## src/rtl/lau_pkg.sv

```systemverilog
// shared types, widths and the arctangent table of the look-at angle unit
`default_nettype none
package lau_pkg;
    localparam int COORD_WIDTH_DEF = 32;
    localparam int NORM_BITS       = 30;
    localparam int SQ_W            = 62;
    localparam int SQRT_CELLS      = 31;
    localparam int ROOT_W          = 31;
    localparam int CX_W            = 34;
    localparam int ANG_W           = 26;
    localparam int PITCH_W         = 24;
    localparam int CORDIC_STEPS    = 23;
    localparam int PRE_TARGET      = 29;
    localparam int PRE_SH_W        = 5;
    localparam logic signed [ANG_W-1:0] DEG_90  = ANG_W'(90 * 65536);
    localparam logic signed [ANG_W-1:0] DEG_180 = ANG_W'(180 * 65536);

    typedef struct packed {
        logic [NORM_BITS-1:0] ax;
        logic [NORM_BITS-1:0] ay;
        logic [NORM_BITS-1:0] az;
        logic                 nx;
        logic                 ny;
        logic                 nz;
        logic                 degen;
    } lau_side_t;

    typedef struct packed {
        logic dz_neg;
        logic dy_pos;
        logic dy_neg;
        logic degen;
    } lau_flags_t;

    typedef struct packed {
        logic signed [CX_W-1:0]  x;
        logic signed [CX_W-1:0]  y;
        logic signed [ANG_W-1:0] z;
    } lau_vec_t;

    function automatic logic signed [ANG_W-1:0] atan_entry(input int i);
        logic signed [ANG_W-1:0] v;
        case (i)
            0: v = ANG_W'(2949120);
            1: v = ANG_W'(1740967);
            2: v = ANG_W'(919879);
            3: v = ANG_W'(466945);
            4: v = ANG_W'(234379);
            5: v = ANG_W'(117304);
            6: v = ANG_W'(58666);
            7: v = ANG_W'(29335);
            8: v = ANG_W'(14668);
            9: v = ANG_W'(7334);
            10: v = ANG_W'(3667);
            11: v = ANG_W'(1833);
            12: v = ANG_W'(917);
            13: v = ANG_W'(458);
            14: v = ANG_W'(229);
            15: v = ANG_W'(115);
            16: v = ANG_W'(57);
            17: v = ANG_W'(29);
            18: v = ANG_W'(14);
            19: v = ANG_W'(7);
            20: v = ANG_W'(4);
            21: v = ANG_W'(2);
            22: v = ANG_W'(1);
            default: v = '0;
        endcase
        return v;
    endfunction

    // left shift that brings the larger operand up to bit 29
    function automatic logic [PRE_SH_W-1:0] prenorm_shift(input logic [ROOT_W-1:0] m);
        int p;
        p = 0;
        for (int b = 0; b < ROOT_W; b++)
        begin
            if (m[b])
                p = b;
        end
        if (p >= PRE_TARGET)
            return '0;
        return PRE_SH_W'(PRE_TARGET - p);
    endfunction

    function automatic logic signed [ANG_W-1:0] clamp90(input logic signed [ANG_W-1:0] z);
        if (z > DEG_90)
            return DEG_90;
        if (z < -DEG_90)
            return -DEG_90;
        return z;
    endfunction
endpackage
`default_nettype wire

```

## src/rtl/lau_sqrt_cell.sv

```systemverilog
// one bit of the pipelined integer square root
`default_nettype none
module lau_sqrt_cell
    import lau_pkg::*;
#(
    parameter int BIT_EXP = 60
) (
    input  wire logic            clk,
    input  wire logic            rst_n,
    input  wire logic            en,
    input  wire logic            valid_in,
    input  wire logic [SQ_W-1:0] n_in,
    input  wire logic [SQ_W-1:0] res_in,
    input  wire lau_side_t       side_in,
    output logic                 valid_reg,
    output logic [SQ_W-1:0]      n_reg,
    output logic [SQ_W-1:0]      res_reg,
    output lau_side_t            side_reg
);
    localparam logic [SQ_W-1:0] BIT = SQ_W'(1) << BIT_EXP;

    logic [SQ_W-1:0] trial;
    logic [SQ_W-1:0] n_next;
    logic [SQ_W-1:0] res_next;

    always_comb
    begin
        trial = res_in + BIT;
        if (n_in >= trial)
        begin
            n_next   = n_in - trial;
            res_next = (res_in >> 1) + BIT;
        end
        else
        begin
            n_next   = n_in;
            res_next = res_in >> 1;
        end
    end

    always_ff @(posedge clk or negedge rst_n)
    begin
        if (!rst_n)
            valid_reg <= 1'b0;
        else if (en)
            valid_reg <= valid_in;
    end

    always_ff @(posedge clk)
    begin
        if (en)
        begin
            n_reg    <= n_next;
            res_reg  <= res_next;
            side_reg <= side_in;
        end
    end
endmodule
`default_nettype wire

```

## config.mk

```make
export PLATFORM = sky130hd
export DESIGN_NAME = lau_sqrt_cell
export DESIGN_NICKNAME = d
export VERILOG_FILES = /design/src/rtl/lau_pkg.sv /design/src/rtl/lau_sqrt_cell.sv
export SDC_FILE = /design/constraint.sdc
export NUM_CORES = 1
export LEC_CHECK = 0
export BUFFER_PORTS_ARGS = -buffer_cell sky130_fd_sc_hd__clkbuf_2
export CORE_MARGIN = 2
export CORE_UTILIZATION = 25
export DETAILED_ROUTE_END_ITERATION = 10
export PLACE_DENSITY = 0.51
export SYNTH_ARGS = -nofsm -noshare
export SYNTH_HDL_FRONTEND = slang
export SYNTH_SLANG_ARGS = --single-unit
```

## constraint.sdc

```tcl
create_clock -name clk -period 0.8 [get_ports clk]
set_input_delay 0.12 -clock clk [delete_from_list [all_inputs] [get_ports clk]]
set_output_delay 0.12 -clock clk [all_outputs]
set_load 0.01 [all_outputs]
```

==> impl_metrics.ini <==
[min_path]
whs_endpoint = res_reg[46]
hp-class = in2reg
whs_path_depth = 2
min_from = en

[synth]
yosysWarnings = 0
netlist_instances = 992
ys_types = 75
ys.flop_type = edfxtp_1
synth.most_common_cell = edfxtp_1
synthTopCellsByArea = edfxtp_1 (57%), ha_1 (6.8%), a21oi_1 (4.3%), inv_1 (2.8%), nand2_1 (2.6%)
synth_edf_count = 218
ys_seq_elements = 219
synth_top_area_share_pct = 57.4
synth_area_per_cell_um2 = 11.5
synthArstFlopShare_pct = 0.457
synth_commonest_cells = edfxtp_1 (218), a21oi_1 (99), inv_1 (85), nand2_1 (78), nor2_1 (73)
syn_nets = 1277
yosysTopAreaCell = edfxtp_1
synth_seq_area_share_pct = 57.7
netlist_area_mm2 = 0.0114

[clock_network]
ctsLongestPathBuffers = 3
clk_latency_ns = 0.54
cts.sinks = 219
cts-root-buf = clkbuf_16
cts_tree = done
clkSlewWorstSetupHoldPaths_ns = 0.06
cts_made_buffers = 26
h-tree-depth = 1

[critical_path]
crit_path_start = n_in[0]
r2r_cells = 1
required_ns = 1.10
arrival_ns = 2.76
r2r-end = valid_reg
crit_type = in2reg
reg2reg_slack_ns = 0.06
timing.rr.start = valid_reg
critPathCaptureType = register
start_kind = input pin
crit_fanout = 6

[route]
avgViaCountPerCell = 4.47
routed_wl_um = 47100
vias = 11769
dr.pass1.iters = 5
drt_iter0_markers = 476
drc_errors = 0
post_drt_wl_per_cell_um = 17.9
ant_nets = 0

[global_route]
first_global_vias = 12156
grt_start_max_net_pins = 32
antenna_found_initial = 3
overflow = 0
grt_use_total_pct = 18.7
grt_pass1_wl_um = 68900

[floorplan]
die_w_um = 218
start_util_pct = 25.2
core-area_mm2 = 0.0452
rows = 78
die_area_mm2 = 0.0473
dieHeight_um = 218
ios = 441

[power]
power.share.clock_pct = 31.2
intPower_uw = 28400
pwr-share-comb_pct = 32.8
powerDensity_mw_per_mm2 = 1840
seqPwrFrac_pct = 36.0
p_leak_uw = 0.00978
ir_drop_uv = 1350
switchingPower_uw = 11800
switching_share_pct = 29.3
p_total_uw = 40200

[timing]
fin_crit_ns = 2.46
period_share_pct = 307
fin_hold_ws_ns = -0.0254
setup_slack_ns = -1.66
clock_skew_ns = 0
report.final.hold_viol_count = 7
rsz0062_at_grt = true
relSlewSlack_pct = 65.1
setup_viol = 289
worst_slew_pin_slew_ns = 0.523
drv_slew = 0
timing.fmax_mhz = 407

[cells_and_area]
drive_gt1_share_pct = 52.2
largest_register_ffs = 94
area_growth_pct = 91.8
nets = 2296
insertedDiodeCount = 0
layout.cells.non_filler = 2631
utilization_pct = 48.4

[placed_design]
globalplace.congestion = 0.848
port_buffers = 440
dp.cells = 2332
place_ws_ns = -2.36
hpwl_um = 34900

[flow_run]
cap_violations = 0

[outcome]
violations = negative hold slack, negative setup slack
status = finished with violations
[power by group through the flow]
stage	Clock (µW)	Sequential, µW	Combinational [µW]
floorplan	0	15300	3650
global placement	0	14700	9660
detailed placement	0	14700	9690
CTS	12900	14500	11600
global route	13400	14600	14200
finish	12500	14500	13200
[area by class of cell]
cell class                      instances  area [µm²]
Fill cell                            4171       23300
Sequential cell                       219        6570
Clock inverter                         19         225
Timing Repair Buffer                 1033        7840
Clock buffer                           29         683
Multi-Input combinational cell        646        5450
Inverter                               85         334
Tap cell                              600         751
[worst max-delay path: stages]
cell and delay, ns:
clkbuf_16 0.13, inv_12 0.04, ha_4 0.12, inv_2 0.04, fa_2 0.35, a21o_1 0.18
a221o_1 0.36, a2bb2oi_4 0.19, a21oi_2 0.09, o211ai_2 0.22, nand4_2 0.15, and2_4 0.22
buf_6 0.13, mux2_4 0.29, o211a_1 0.11
[cells by family (layout without fill, tap and decap cells)]
kind of cell	count (synthesis)	count (layout)	synth area share, %
AO/OA/AOI/OAI	276	276	16.0
AND/OR/NAND/NOR	254	254	10.6
flip-flops	219	219	57.7
buffers and inverters	127	1166	4.61
adder cells (fa/ha/maj)	63	63	6.98
XOR/XNOR	49	49	3.77
multiplexers	4	4	0.384
[layout by cell type, fill, tap and decap left out, drive strengths merged, types with 9 or more instances in the layout]
cell type	netlist	routed
a21o	26	26
edfxtp	218	218
a31oi	9	9
inv	85	88
xnor2	21	21
o21bai	11	11
xor2	28	28
nor3	14	14
dlygate4sd3	0	209
o21ai	50	50
nand2	79	79
nand3	11	11
and3	11	11
ha	62	62
a21oi	99	99
o21a	14	14
clkbuf	23	440
o31ai	10	10
nand4	27	27
and2	9	9
buf	19	413
nor2	73	73
clkinv	0	9
[layer usage]
| layer | share of wire [%] | wire length (µm) | track usage, % |
|---|---|---|---|
| met4 | 2.2 | 1030 | 3.84 |
| met2 | 51 | 23900 | 34.4 |
| met1 | 40 | 19000 | 22.3 |
| met5 | 0.064 | 30 | 0 |
| met3 | 6.5 | 3040 | 4.09 |
[worst max path at each step]
| stage | endpoint | slack [ns] |
|---|---|---|
| finish | n_reg[57] | -1.66 |
| CTS | n_reg[57] | -1.61 |
| global route | n_reg[57] | -1.77 |
| global placement | n_reg[34] | -2.35 |
| detailed placement | n_reg[34] | -2.36 |
| floorplan | n_reg[57] | -1.89 |
[timing repair]
| item | 4_1_cts | 5_1_grt |
|---|---|---|
| endpoints found under the setup margin | 283 | 289 |
| hold buffers | 209 | 2 |
| endpoints found under the hold margin | 219 | 13 |
| resized for setup | 106 | 241 |
| pin swaps | 37 | 60 |
| buffers inserted | 15 | 21 |
| cloned | 5 | 5 |
[stage by stage]
step / setup TNS [ns] / area [µm²]
2_1_floorplan: -110.01 / 11500
4_1_cts: -189.92 / 20700
3_5_place_dp: -156.79 / 17000
5_1_grt: -198.80 / 21900
6_report: -179.79 / 21900
3_3_place_gp: -153.96 / 17000
(Power assumes the default switching activity.)
