===== src/rtl/lau_pkg.sv =====
// shared types, widths and the arctangent table of the look-at angle unit
`default_nettype none
package lau_pkg;
    localparam int COORD_WIDTH_DEF = 32;
    localparam int NORM_BITS       = 30;
    localparam int SQ_W            = 62;
    localparam int SQRT_CELLS      = 31;
    localparam int ROOT_W          = 31;
    localparam int CX_W            = 34;
    localparam int ANG_W           = 26;
    localparam int PITCH_W         = 24;
    localparam int CORDIC_STEPS    = 23;
    localparam int PRE_TARGET      = 29;
    localparam int PRE_SH_W        = 5;
    localparam logic signed [ANG_W-1:0] DEG_90  = ANG_W'(90 * 65536);
    localparam logic signed [ANG_W-1:0] DEG_180 = ANG_W'(180 * 65536);

    typedef struct packed {
        logic [NORM_BITS-1:0] ax;
        logic [NORM_BITS-1:0] ay;
        logic [NORM_BITS-1:0] az;
        logic                 nx;
        logic                 ny;
        logic                 nz;
        logic                 degen;
    } lau_side_t;

    typedef struct packed {
        logic dz_neg;
        logic dy_pos;
        logic dy_neg;
        logic degen;
    } lau_flags_t;

    typedef struct packed {
        logic signed [CX_W-1:0]  x;
        logic signed [CX_W-1:0]  y;
        logic signed [ANG_W-1:0] z;
    } lau_vec_t;

    function automatic logic signed [ANG_W-1:0] atan_entry(input int i);
        logic signed [ANG_W-1:0] v;
        case (i)
            0: v = ANG_W'(2949120);
            1: v = ANG_W'(1740967);
            2: v = ANG_W'(919879);
            3: v = ANG_W'(466945);
            4: v = ANG_W'(234379);
            5: v = ANG_W'(117304);
            6: v = ANG_W'(58666);
            7: v = ANG_W'(29335);
            8: v = ANG_W'(14668);
            9: v = ANG_W'(7334);
            10: v = ANG_W'(3667);
            11: v = ANG_W'(1833);
            12: v = ANG_W'(917);
            13: v = ANG_W'(458);
            14: v = ANG_W'(229);
            15: v = ANG_W'(115);
            16: v = ANG_W'(57);
            17: v = ANG_W'(29);
            18: v = ANG_W'(14);
            19: v = ANG_W'(7);
            20: v = ANG_W'(4);
            21: v = ANG_W'(2);
            22: v = ANG_W'(1);
            default: v = '0;
        endcase
        return v;
    endfunction

    // left shift that brings the larger operand up to bit 29
    function automatic logic [PRE_SH_W-1:0] prenorm_shift(input logic [ROOT_W-1:0] m);
        int p;
        p = 0;
        for (int b = 0; b < ROOT_W; b++)
        begin
            if (m[b])
                p = b;
        end
        if (p >= PRE_TARGET)
            return '0;
        return PRE_SH_W'(PRE_TARGET - p);
    endfunction

    function automatic logic signed [ANG_W-1:0] clamp90(input logic signed [ANG_W-1:0] z);
        if (z > DEG_90)
            return DEG_90;
        if (z < -DEG_90)
            return -DEG_90;
        return z;
    endfunction
endpackage
`default_nettype wire


===== src/rtl/lau_cordic_cell.sv =====
// one vectoring step for the pitch and yaw rotators side by side
`default_nettype none
module lau_cordic_cell
    import lau_pkg::*;
#(
    parameter int STEP = 0
) (
    input  wire logic       clk,
    input  wire logic       rst_n,
    input  wire logic       en,
    input  wire logic       valid_in,
    input  wire lau_vec_t   pitch_in,
    input  wire lau_vec_t   yaw_in,
    input  wire lau_flags_t flags_in,
    output logic            valid_reg,
    output lau_vec_t        pitch_reg,
    output lau_vec_t        yaw_reg,
    output lau_flags_t      flags_reg
);
    function automatic lau_vec_t rotate(input lau_vec_t v);
        lau_vec_t r;
        logic signed [CX_W-1:0] xs;
        logic signed [CX_W-1:0] ys;
        xs = v.x >>> STEP;
        ys = v.y >>> STEP;
        if (!v.y[CX_W-1])
        begin
            r.x = v.x + ys;
            r.y = v.y - xs;
            r.z = v.z + atan_entry(STEP);
        end
        else
        begin
            r.x = v.x - ys;
            r.y = v.y + xs;
            r.z = v.z - atan_entry(STEP);
        end
        return r;
    endfunction

    always_ff @(posedge clk or negedge rst_n)
    begin
        if (!rst_n)
            valid_reg <= 1'b0;
        else if (en)
            valid_reg <= valid_in;
    end

    always_ff @(posedge clk)
    begin
        if (en)
        begin
            pitch_reg <= rotate(pitch_in);
            yaw_reg   <= rotate(yaw_in);
            flags_reg <= flags_in;
        end
    end
endmodule
`default_nettype wire


===== config.mk =====
export PLATFORM = sky130hd
export DESIGN_NAME = lau_cordic_cell
export DESIGN_NICKNAME = d
export VERILOG_FILES = /design/src/rtl/lau_pkg.sv /design/src/rtl/lau_cordic_cell.sv
export SDC_FILE = /design/constraint.sdc
export NUM_CORES = 1
export LEC_CHECK = 0
export BUFFER_PORTS_ARGS = -buffer_cell sky130_fd_sc_hd__buf_2
export CORE_MARGIN = 2
export CORE_UTILIZATION = 40
export CTS_BUF_LIST = sky130_fd_sc_hd__clkbuf_4 sky130_fd_sc_hd__clkbuf_8
export CTS_CLUSTER_SIZE = 30
export DETAILED_ROUTE_END_ITERATION = 6
export SETUP_SLACK_MARGIN = 0.15
export SYNTH_ARGS = -nofsm -noshare
export SYNTH_HDL_FRONTEND = slang
export SYNTH_SLANG_ARGS = --single-unit

===== constraint.sdc =====
create_clock -name clk -period 1.51 [get_ports clk]
set_input_delay 0 -clock clk [delete_from_list [all_inputs] [get_ports clk]]
set_output_delay 0 -clock clk [all_outputs]
set_load 0.01 [all_outputs]

==> run metrics, run 1 <==
Chip Height=214.7 um; critical path data required time=1.85 ns; via count of the first global-routing pass=20470; classification of the worst-slack hold path=input port to flop; vias after detailed routing=19970; maximum operating frequency=457.2 MHz; Cell Count Post-Placement=3562; initial antenna violation count=11; peak ir drop on the vdd network=0.0006034 V; failing checks=hold timing, setup timing; number of enable-type register cells in the synthesized netlist=190; global-route wire length before repair=109400 um; drt wl/cell=18.79 um; gr ovfl total=0; overall routing resource usage=0.3000; final max-slew violation count=0; sequential cell area fraction in the yosys report=0.3228; insertion delay of the later-clocked pin in the worst-skew pair=0.59 ns; Critical Path Source Type=input port; synthesized net count=2429; Tmin final=2.187 ns; setup repair after global routing missed its margin=true; Primary FF master, synth=sky130_fd_sc_hd__edfxtp_1; Clock H-tree levels=4; slack of the worst reg-to-reg path=0.21 ns; clock slew at reported path FFs=0.13 ns; number of nets in the layout=3612; Clock Root Buffer=sky130_fd_sc_hd__clkbuf_8; skew final=0 ns; average size of a mapped cell=8.837 um2; endpoints failing hold=1; DRT iter0 DRCs=1235; site row count=77; total number of clock tree sinks=191; cell-by-cell listing of the critical path=buf_8, ha_4, fa_2, nor2b_4, o211ai_1, a31oi_2, a311oi_4, buf_4, o31ai_4, a21oi_2, o21ai_2, o41ai_4, o21ai_1, xnor2_1; critical path start-end classification=input port to flop; area growth from synthesis to layout=74.21%; leakage power of the design=14.01 nW; router iterations before antenna repair=6; Synth Cell Area=0.01775 mm2; capturing element type of the critical path=flop; average via count per standard cell=5.248; number of filler instances in the final layout=3447; DRC violations left=0; warning count from the yosys run=0; Critical Path AT=2.53 ns; total I/O pin count=389; commonest cells after routing, fill and taps aside=sky130_fd_sc_hd__buf_4, sky130_fd_sc_hd__buf_2, sky130_fd_sc_hd__edfxtp_1; Cell variety after synth=84; total wire length=71510 um; final cell count without fillers=3805; largest incremental delay on the critical path=0.34 ns; CTS tree=done; slew of the pin with the lowest slew margin=0.6197 ns; number of nets still failing antenna checks after routing=0; Slew headroom=0.5837; highest fanout seen on the critical path=3; most frequent standard cell in the layout excluding fill and tap cells=sky130_fd_sc_hd__buf_4; cts bufs inserted=17; core region area=0.04403 mm2; clock buffer depth=2; Post-synth ARST share=0.005236; DIE WIDTH=214.7 um; areal power density over the cells=738.5 mW/mm2; final setup violating endpoints=98; last weighted congestion value of the routability-driven placer=0.9559; number of maximum-capacitance constraint violations=0; post-synthesis instance total=2009; cell with the largest stage delay on the worst path=sky130_fd_sc_hd__fa_2; PnR worst setup slack=-0.6772 ns; run status=finished, violations left; Initial Utilization=0.4033; number of buffers added on ports=388; Post-Route Hold Slack=-0.03347 ns; Final period util=1.448; estimated wirelength of the detail-placed design=54690 um; share of post-route cells with drive strength above 1=0.5264; Die ar.=0.04609 mm2; pin count of the biggest net entering global routing=62; number of storage elements in the synthesis netlist=191
==> critical path: cells and delay by family <==
family | cells | cell delay [ns]
buffers and inverters | 2 | 0.29
and+or+nand+nor | 1 | 0.14
adders and majority gates | 2 | 0.50
xor gates and xnor gates | 1 | 0.14
AOI/OAI and AO/OA | 8 | 1.47
==> kinds of logic after synthesis <==
group | after synthesis | share of synthesized area
AOI/OAI and AO/OA | 666 | 0.2371
and+or+nand+nor | 431 | 0.1147
buffers and inverters | 311 | 0.06920
adders and majority gates | 224 | 0.1612
DFF | 191 | 0.3228
xor gates and xnor gates | 146 | 0.07202
muxes | 40 | 0.02290
==> area by class of cell <==
| class | count | area, um2 | area share |
|---|---|---|---|
| multi-input cells | 1507 | 13640 | 0.4411 |
| repair buffers | 1253 | 9380 | 0.3033 |
| flip-flops and latches | 191 | 5731 | 0.1853 |
| inverters | 222 | 996.0 | 0.03220 |
| well taps | 592 | 740.7 | 0.02395 |
| clock buffers | 17 | 234.0 | 0.007564 |
| clock inverters | 15 | 185.2 | 0.005987 |
| diodes | 8 | 20.02 | 0.0006472 |
==> path summary, 6_finish.rpt <==
check	cells past startpoint	end	startpoint
setup / recovery	14	yaw_reg[52]$_DFFE_PP_	yaw_in[26]
hold / removal	4	pitch_reg[17]$_DFFE_PP_	pitch_in[17]
setup reg to reg	2	valid_reg$_DFFE_PN0P_	valid_reg$_DFFE_PN0P_
hold reg to reg	2	valid_reg$_DFFE_PN0P_	valid_reg$_DFFE_PN0P_
max in group asynchronous	3	valid_reg$_DFFE_PN0P_	rst_n
min in group asynchronous	3	valid_reg$_DFFE_PN0P_	rst_n
==> stage by stage <==
stage,setup slack [ns],power (W),utilization,instance area [um2],TNS (ns)
after detailed placement,-1.518,0.01705,0.5974,26300,-115.52
after floorplan,-0.9221,0.01232,-,19170,-49.17
after CTS,-0.6507,0.02202,0.6699,29500,-30.52
after global placement,-1.480,0.01694,0.5974,26300,-111.37
final,-0.6772,0.02284,0.7025,30930,-36.35
after global routing,-0.7870,0.02400,0.7024,30930,-42.56
==> layer usage <==
metal / vias to the layer above / wire (um) / GRT usage
met5: - / 21 / 0
met4: 4 / 2544 / 0.1106
met3: 156 / 3538 / 0.05319
met2: 663 / 35400 / 0.5190
met1: 9588 / 30010 / 0.3731
li1: 9558 / - / -
==> power breakdown <==
| part | switching (W) | leakage (nW) | total (W) | internal [W] |
|---|---|---|---|---|
| Clock | 0.00240 | 0.210 | 0.00368 | 0.00128 |
| Sequential | 0.000250 | 1.87 | 0.00715 | 0.00690 |
| Combinational | 0.00609 | 11.9 | 0.0120 | 0.00593 |
==> timing repair <==
action                                  in CTS  in global routing
gates cloned                                 0                  0
pin swaps                                  193                158
endpoints found under the setup margin     108                122
endpoints found under the hold margin       97                  4
buffers inserted                            75                 51
resized for setup                          317                232
hold buffers                                77                  3
==> synthesized netlist by cell type (7+ instances only) <==
cell type / n / area (um2)
sky130_fd_sc_hd__or3_1: 11 / 68.82
sky130_fd_sc_hd__clkbuf_1: 51 / 191.4
sky130_fd_sc_hd__nor2_1: 162 / 608.1
sky130_fd_sc_hd__o21ai_0: 121 / 605.6
sky130_fd_sc_hd__inv_1: 216 / 810.8
sky130_fd_sc_hd__o21ai_1: 13 / 65.06
sky130_fd_sc_hd__nand4_1: 22 / 137.6
sky130_fd_sc_hd__a21oi_1: 250 / 1251
sky130_fd_sc_hd__a211oi_1: 22 / 165.2
sky130_fd_sc_hd__o21bai_1: 57 / 427.9
sky130_fd_sc_hd__nor2b_1: 28 / 175.2
sky130_fd_sc_hd__fa_1: 8 / 160.2
sky130_fd_sc_hd__a221oi_1: 8 / 70.07
sky130_fd_sc_hd__nand2_1: 90 / 337.8
sky130_fd_sc_hd__a21o_1: 38 / 285.3
sky130_fd_sc_hd__nand3_1: 16 / 80.08
sky130_fd_sc_hd__o311ai_0: 7 / 61.31
sky130_fd_sc_hd__o21a_1: 18 / 135.1
sky130_fd_sc_hd__ha_1: 216 / 2703
sky130_fd_sc_hd__nor3_1: 45 / 225.2
sky130_fd_sc_hd__nor4_1: 9 / 56.30
sky130_fd_sc_hd__o211ai_1: 13 / 97.59
sky130_fd_sc_hd__edfxtp_1: 190 / 5705
sky130_fd_sc_hd__a31oi_1: 15 / 93.84
sky130_fd_sc_hd__xnor2_1: 125 / 1095
sky130_fd_sc_hd__buf_2: 18 / 90.09
sky130_fd_sc_hd__buf_1: 12 / 45.04
sky130_fd_sc_hd__xor2_1: 21 / 183.9
sky130_fd_sc_hd__a221o_1: 7 / 70.07
sky130_fd_sc_hd__nand2b_1: 17 / 106.4
sky130_fd_sc_hd__o221ai_1: 10 / 87.58
sky130_fd_sc_hd__mux2i_1: 38 / 380.4
sky130_fd_sc_hd__o31ai_1: 11 / 82.58
Power figures use the tool's default switching activity.
==> run 2, diff against run 1 <==
BUFFER_PORTS_ARGS = -buffer_cell sky130_fd_sc_hd__buf_4   (was -buffer_cell sky130_fd_sc_hd__buf_2)
==> run metrics, run 2 (synthesis results as in run 1) <==
core region area=0.04403 mm2; number of maximum-capacitance constraint violations=0; post-route cell area=0.03202 mm2; Chip Height=214.7 um; router iterations before antenna repair=5; Crit Reg-Reg Endpoint=valid_reg$_DFFE_PN0P_; critical path data required time=1.85 ns; endpoint of the worst hold-timing path=pitch_reg[18]$_DFFE_PP_; gr ovfl total=0; vias after detailed routing=19920; Die ar.=0.04609 mm2; skew final=0 ns; global-route wire length before repair=111200 um; DIE WIDTH=214.7 um; number of buffers added on ports=388; critical path start-end classification=input port to flop; clock buffer depth=2; final max-slew violation count=0; leakage power of the design=14.43 nW; final setup violating endpoints=105; classification of the worst-slack hold path=input port to flop; setup repair after global routing missed its margin=true; clock slew at reported path FFs=0.13 ns; Final period util=1.439; slack of the worst reg-to-reg path=0.72 ns; pin count of the biggest net entering global routing=78; P_int=0.01477 W; last weighted congestion value of the routability-driven placer=0.9516; dominant delay contributor by cell family on the critical path=compound AO/OA/AOI/OAI gates; clock group share of total power=0.156; failing checks=setup timing; cts bufs inserted=17; total wire length=73030 um; largest incremental delay on the critical path=0.36 ns; Critical Path AT=2.52 ns; power share of the sequential group=0.304; number of filler instances in the final layout=3232; Comb power frac=0.540; maximum operating frequency=460.2 MHz; Critical Path Source Type=input port; average via count per standard cell=5.221; Clock Root Buffer=sky130_fd_sc_hd__clkbuf_8; beginning of the worst hold path=pitch_in[18]; number of buffers and inverters on the critical path=1; site row count=77; critical register-to-register path startpoint=valid_reg$_DFFE_PN0P_; share of post-route cells with drive strength above 1=0.5275; most frequent standard cell in the layout excluding fill and tap cells=sky130_fd_sc_hd__buf_4; commonest cells after routing, fill and taps aside=sky130_fd_sc_hd__buf_4, sky130_fd_sc_hd__edfxtp_1, sky130_fd_sc_hd__inv_1; via count of the first global-routing pass=20330; final core utilization=0.7274; switching power as a share of total power=0.3759; capturing element type of the critical path=flop; path depth of the worst reg2reg path=1; CTS tree=done; Slew headroom=0.3857; highest fanout seen on the critical path=3; post-detailed-placement cell area=0.02730 mm2; peak ir drop on the vdd network=0.0006327 V; cell-by-cell listing of the critical path=buf_12, ha_4, fa_2, nor2b_4, o311ai_4, o21ai_2, o21ai_2, a21o_1, o211ai_1, a21oi_2, o21bai_1, a221oi_2, xnor2_1; crit-path most repeated cell=sky130_fd_sc_hd__o21ai_2; slew of the pin with the lowest slew margin=0.9215 ns; areal power density over the cells=739.1 mW/mm2; total number of clock tree sinks=191; insertion delay of the later-clocked pin in the worst-skew pair=0.60 ns; PnR worst setup slack=-0.6628 ns; number of nets still failing antenna checks after routing=0; cell with the largest stage delay on the worst path=sky130_fd_sc_hd__fa_2; run status=finished, violations left; Clock H-tree levels=4; total I/O pin count=389; depth of the worst hold-timing path=5; Post-Route Hold Slack=0.02111 ns; DRT iter0 DRCs=1189; Initial Utilization=0.4033; initial antenna violation count=6; estimated wirelength of the detail-placed design=56160 um; Tmin final=2.173 ns; area growth from synthesis to layout=80.37%; number of nets in the layout=3624; overall routing resource usage=0.3067; endpoints failing hold=0; DRC violations left=0; switching power total=0.008898 W; drt wl/cell=19.14 um
==> run 2: worst max-delay path by stage <==
stage,cells past startpoint,from,endpoint,slack [ns]
finish,13,pitch_in[60],pitch_reg[90]$_DFFE_PP_,-0.66
global route,14,yaw_in[26],yaw_reg[92]$_DFFE_PP_,-0.75
CTS,14,yaw_in[60],yaw_reg[52]$_DFFE_PP_,-0.66
detailed placement,14,yaw_in[27],yaw_reg[47]$_DFFE_PP_,-1.49
global placement,14,yaw_in[27],yaw_reg[47]$_DFFE_PP_,-1.51
floorplan,12,yaw_in[26],yaw_reg[86]$_DFFE_PP_,-0.92
==> run 2: what timing repair did <==
| item | CTS | global route |
|---|---|---|
| setup buffers | 78 | 52 |
| gates resized for setup | 310 | 222 |
| pin swaps | 204 | 179 |
| hold buffers | 80 | 4 |
| hold endpoints to repair | 129 | 3 |
| endpoints found under the setup margin | 109 | 120 |
==> run 2: metal layers <==
metal,share of wire,up-vias,GRT usage
met5,0.00016,-,0
met4,0.035,2,0.1153
met1,0.42,9610,0.3860
met3,0.048,136,0.04780
li1,-,9560,-
met2,0.49,609,0.5288
==> run 2: power groups by stage <==
stage | clock [W] | sequential, W | combinational [W]
3_3_place_gp | 0 | 0.00727 | 0.0104
6_report | 0.00370 | 0.00718 | 0.0128
4_1_cts | 0.00378 | 0.00719 | 0.0118
3_5_place_dp | 0 | 0.00730 | 0.0104
2_1_floorplan | 0 | 0.00768 | 0.00464
5_1_grt | 0.00396 | 0.00726 | 0.0136
==> run 2: area by class of cell <==
class / instances / area (um2) / area share
diodes: 6 / 15.01 / 0.0004688
clock buffers: 17 / 234.0 / 0.007306
clock inverters: 15 / 181.4 / 0.005665
inverters: 222 / 1002 / 0.03130
multi-input cells: 1507 / 13760 / 0.4295
flip-flops and latches: 191 / 5731 / 0.1789
well taps: 592 / 740.7 / 0.02313
repair buffers: 1265 / 10360 / 0.3237
==> run 2: stage by stage <==
step / setup TNS (ns) / worst slack (ns) / power [W] / instances
finish: -38.82 / -0.6628 / 0.02367 / 3815
global route: -44.47 / -0.7531 / 0.02478 / 3812
CTS: -31.38 / -0.6632 / 0.02274 / 3756
detailed placement: -116.49 / -1.494 / 0.01773 / 3566
global placement: -114.06 / -1.509 / 0.01763 / 3566
floorplan: -49.17 / -0.9221 / 0.01232 / 2009
==> run 2: tightest hold or removal path, delay by kind of cell <==
kind | cells | cell delay, ns
xor+xnor | 1 | 0.11
fa+ha+maj | 1 | 0.13
buf+inv | 3 | 0.30
